`src/sv/lrs_pkg.sv`:
```
`timescale 1ns / 1ps
// ----------------------------------------------------------------------------
// lrs_pkg
// Shared constants and types of the longest repeated substring scanner.
// ----------------------------------------------------------------------------
package lrs_pkg;

    localparam int MAX_TEXT_DEF  = 1024;
    localparam int NUM_CELLS_DEF = 32;
    localparam int BYTE_W        = 8;
    localparam int OUT_W         = 11;

    // Sideband that travels with each compare slot into every cell.
    typedef struct packed {
        logic v;
        logic first;
    } t_ctl;

    // One tap of the shifting text line: a byte and whether it lies inside the text.
    typedef struct packed {
        logic              ok;
        logic [BYTE_W-1:0] b;
    } t_tap;

    typedef enum logic [3:0] {
        S_LOAD  = 4'b0001,
        S_SCAN  = 4'b0010,
        S_DRAIN = 4'b0100,
        S_DONE  = 4'b1000
    } t_state;

endpackage

```
`src/sv/lrs_cell.sv`:
```
`timescale 1ns / 1ps
// ----------------------------------------------------------------------------
// lrs_cell
// One diagonal of the scan: compares the broadcast byte with its tap of the
// text line, keeps the run length and folds its hit into the candidate chain.
// ----------------------------------------------------------------------------
module lrs_cell #(
    parameter int AW = 10
) (
    input  logic                       i_clk,
    input  logic                       i_rst_n,
    input  lrs_pkg::t_ctl              i_ctl,
    input  logic [lrs_pkg::BYTE_W-1:0] i_a,
    input  logic [AW-1:0]              i_p,
    input  lrs_pkg::t_tap              i_tap,
    output lrs_pkg::t_tap              o_tap,
    input  logic [AW-1:0]              i_cand_len,
    input  logic [AW-1:0]              i_cand_start,
    output logic [AW-1:0]              o_cand_len,
    output logic [AW-1:0]              o_cand_start
);
    import lrs_pkg::*;

    t_tap          r_tap;
    logic [AW-1:0] r_run;
    logic [AW-1:0] r_cand_len;
    logic [AW-1:0] r_cand_start;
    logic [AW-1:0] prev_run;
    logic [AW-1:0] run_next;
    logic          hit;
    logic          take_own;

    always_comb begin
        prev_run = i_ctl.first ? '0 : r_run;
        hit      = i_ctl.v & i_tap.ok & (i_tap.b == i_a);
        run_next = hit ? prev_run + AW'(1) : '0;
        take_own = hit && ((run_next > i_cand_len) ||
                           (run_next == i_cand_len && i_p < i_cand_start));
    end

    always_ff @(posedge i_clk) begin
        if (!i_rst_n) begin
            r_tap      <= '0;
            r_run      <= '0;
            r_cand_len <= '0;
        end else begin
            r_tap      <= i_tap;
            r_cand_len <= take_own ? run_next : i_cand_len;
            if (i_ctl.v) begin
                r_run <= run_next;
            end
        end
    end

    always_ff @(posedge i_clk) begin
        r_cand_start <= take_own ? i_p : i_cand_start;
    end

    // On the first slot of a new diagonal batch, whatever the line still holds
    // belongs to the old batch and lies past the end of the text.
    assign o_tap.ok     = r_tap.ok & ~i_ctl.first;
    assign o_tap.b      = r_tap.b;
    assign o_cand_len   = r_cand_len;
    assign o_cand_start = r_cand_start;

endmodule

```
`config.mk`:
```
export PLATFORM = sky130hd
export DESIGN_NAME = lrs_cell
export DESIGN_NICKNAME = d
export VERILOG_FILES = /design/src/sv/lrs_pkg.sv /design/src/sv/lrs_cell.sv
export SDC_FILE = /design/constraint.sdc
export NUM_CORES = 1
export LEC_CHECK = 0
export BUFFER_PORTS_ARGS = -buffer_cell sky130_fd_sc_hd__buf_2
export CAP_MARGIN = 20
export CORE_MARGIN = 5
export CORE_UTILIZATION = 53
export CTS_CLUSTER_DIAMETER = 60
export DETAILED_ROUTE_END_ITERATION = 8
export PLACE_DENSITY = 0.91
export SETUP_SLACK_MARGIN = 0.3
export SLEW_MARGIN = 20
export SYNTH_ARGS = -nofsm -noshare
export SYNTH_HDL_FRONTEND = slang
export SYNTH_SLANG_ARGS = --single-unit
```
`constraint.sdc`:
```
create_clock -name i_clk -period 4.6 [get_ports i_clk]
set_clock_uncertainty 0.1 [all_clocks]
set_input_delay 0 -clock i_clk [delete_from_list [all_inputs] [get_ports i_clk]]
set_output_delay 0 -clock i_clk [all_outputs]
set_load 0.02 [all_outputs]
```
==> flow_summary.json <==
{
  "maxSlewHeadroom_pct": 59.5,
  "cts-htree-levels": 2,
  "final_cell_area_mm2": 0.00318,
  "floorplan.initialDensity_pct": 54.8,
  "power.internal_uw": 535,
  "p_sw_share_pct": 28.9,
  "arrival_ps": 4090,
  "vdd_drop_max_v": 0.000173,
  "end_kind": "flop",
  "period_share_pct": 86.9,
  "place_area_mm2": 0.00258,
  "ys_seq_area_share_pct": 35.6,
  "cts_tree": "done",
  "layout-drive-gt1-share_pct": 27.7,
  "antenna_left": 0,
  "synth_edf_count": 0,
  "powerDensity_mw_per_mm2": 237,
  "drt_wl_total_mm": 7.19,
  "final_max_slew_viol_count": 0,
  "fp.dieW_um": 74.3,
  "wl_per_cell_um": 16.9,
  "drtPass1Iterations": 5,
  "via_per_inst": 5.63,
  "finalCriticalPeriod_ps": 4000,
  "tns_ps": 0,
  "synthCells": 250,
  "whs_ps": 106,
  "cts_buffer_depth": 2,
  "vias": 2391,
  "min_from": "i_ctl[1]",
  "instances_no_fill": 425,
  "cts_buffers": 5,
  "yosys.area.top_type": "dfxtp_1",
  "hold_viol": 0,
  "hold_path_class": "in2reg",
  "path_clk_slew_ps": 80,
  "grt.total_usage_pct": 27.6,
  "worst_pin_slew_ps": 607,
  "drtIter0Drc": 215,
  "pin_count": 80,
  "fillerInstances": 227,
  "dieHeight_um": 74.3,
  "critPathLaunchType": "input port",
  "switching_power_uw": 218,
  "synth_top_area_share_pct": 35.6,
  "power_frac_comb_pct": 20.5,
  "critPathKind": "in2reg",
  "cts-root-buf": "clkbuf_8",
  "rr_startpoint": "r_run[0]",
  "grt_overflow": 0,
  "synth.most_common_cell": "dfxtp_1",
  "ys_ff_latch": 39,
  "area.growth.synth_to_final_pct": 44.8,
  "leakagePower_nw": 1.47,
  "power_frac_seq_pct": 47.0,
  "avgSynthCellArea_um2": 8.77,
  "worstHoldEndpoint": "r_run[6]",
  "portBuffers": 79,
  "cap_violations": 0,
  "antenna_found_initial": 0,
  "crit_fanout": 14,
  "rr_endpoint": "o_cand_start[2]",
  "place_inst": 367,
  "die-area_mm2": 0.00552,
  "clock-sinks": 39,
  "utilization_pct": 79.4,
  "nets": 445,
  "grt_max_degree": 20,
  "synthTopCellsByCount": "39 x dfxtp_1, 26 x a21oi_1, 21 x inv_1",
  "rrSetupSlack_ps": 650,
  "max_freq_mhz": 250,
  "synthTopCellsByArea": "dfxtp_1 36%, ha_1 11%, a21oi_1 5.9%",
  "power.total_uw": 753,
  "syn_nets": 321,
  "whs_path_depth": 4,
  "drc": 0,
  "syn_area_mm2": 0.00219,
  "dp_slack_ps": 850,
  "rsz0062_at_grt": "no",
  "hpwlAfterDp_mm": 4.30,
  "n_antenna_cell": 0,
  "cts_post_setup_buffers_inserted": 0,
  "finalSetupViolCount": 0,
  "power_frac_clock_pct": 32.4,
  "grt_pass1_wl_mm": 11.7,
  "outcome": "completed",
  "reg2regPathDepth": 12,
  "clock_latency_ps": 300,
  "fin_ws_ps": 602,
  "ys_warn_count": 0,
  "grt_pass1_vias": 2607,
  "gp_congestion": 0.894,
  "row_count": 23,
  "ys_types": 39,
  "core_area_mm2": 0.00400,
  "synth-main-ff-cell": "dfxtp_1",
  "synthArstFlopShare_pct": 0,
  "required_ps": 4690
}
[area by class of cell]
type                       count  area (µm²)  area share (%)
clock buffer                   5        68.8            2.17
clock inverter                 3        23.8           0.748
inverter                      23        86.3            2.72
multi-input combinational    175        1250            39.4
sequential                    39         781            24.6
tap                           50        62.6            1.97
timing repair buffer         130         903            28.4
[how the worst max path moves through the flow]
stage / slack (ps) / cells after the start / end / start
after floorplan: 1400 / 12 / o_cand_start[0] / r_run[0]
after global placement: 960 / 12 / o_cand_start[6] / r_run[0]
after detailed placement: 850 / 12 / o_cand_start[6] / r_run[0]
after CTS: 690 / 12 / o_cand_start[6] / i_tap[4]
after global routing: 350 / 12 / o_cand_start[2] / i_tap[4]
final: 600 / 12 / o_cand_start[2] / i_tap[4]
[worst max-delay path, cell delays in order]
cell and delay [ps]:
dlygate4sd3_1 540, buf_2 140, xor2_1 130, nor3_1 480, nand3_2 390, nor3_1 450
ha_1 330, a211oi_1 270, nor2_1 110, a2111o_1 620, nand2_4 240, mux2_2 370
[flip-flops by register name (all words and copies together), names as in the netlist]
| register | flops |
|---|---|
| o_cand_len | 10 |
| o_cand_start | 10 |
| r_run | 10 |
| o_tap | 8 |
| r_tap | 1 |
[cells in the final DEF, fill, tap and decap left out, types with 3 or more instances in the layout]
master,count
nor2_1,16
o21ai_0,11
nor4_1,3
inv_1,21
a311oi_1,3
nand4_1,4
nand2_1,7
dlygate4sd3_1,50
nand3_1,10
buf_2,79
ha_1,20
xnor2_1,6
dfxtp_1,39
clkbuf_8,5
nor2b_1,6
and2_1,9
xor2_1,10
nor3_1,12
a21oi_1,26
mux2_2,10
[layer usage]
layer	share of wire (%)	GRT usage (%)	vias up	wire length, µm
li1	-	-	1119	-
met1	36	28.2	1078	2610
met2	50	51.6	162	3620
met3	9.4	7.70	32	678
met4	3.9	13.2	0	281
met5	0	0	-	0
[power by group through the flow]
stage	clock network, mW	logic (mW)	registers, mW
floorplan	0	0.0562	0.374
CTS	0.247	0.146	0.354
global placement	0	0.110	0.361
global route	0.258	0.168	0.355
detailed placement	0	0.114	0.362
finish	0.244	0.155	0.354
[repair_timing]
action                                  CTS  global route
endpoints found under the hold margin    30             0
endpoints found under the setup margin    0            12
hold buffers                             50             0
resized for setup                         0             1
[cell families after synthesis]
family | synth area share (%)
AOI/OAI and AO/OA | 14.3
xor gates and xnor gates | 6.39
adders and majority gates | 11.4
buffers and inverters | 7.59
DFF | 35.6
muxes | 5.13
and+or+nand+nor | 19.6
Note: power is estimated with default switching activity, not from simulation.
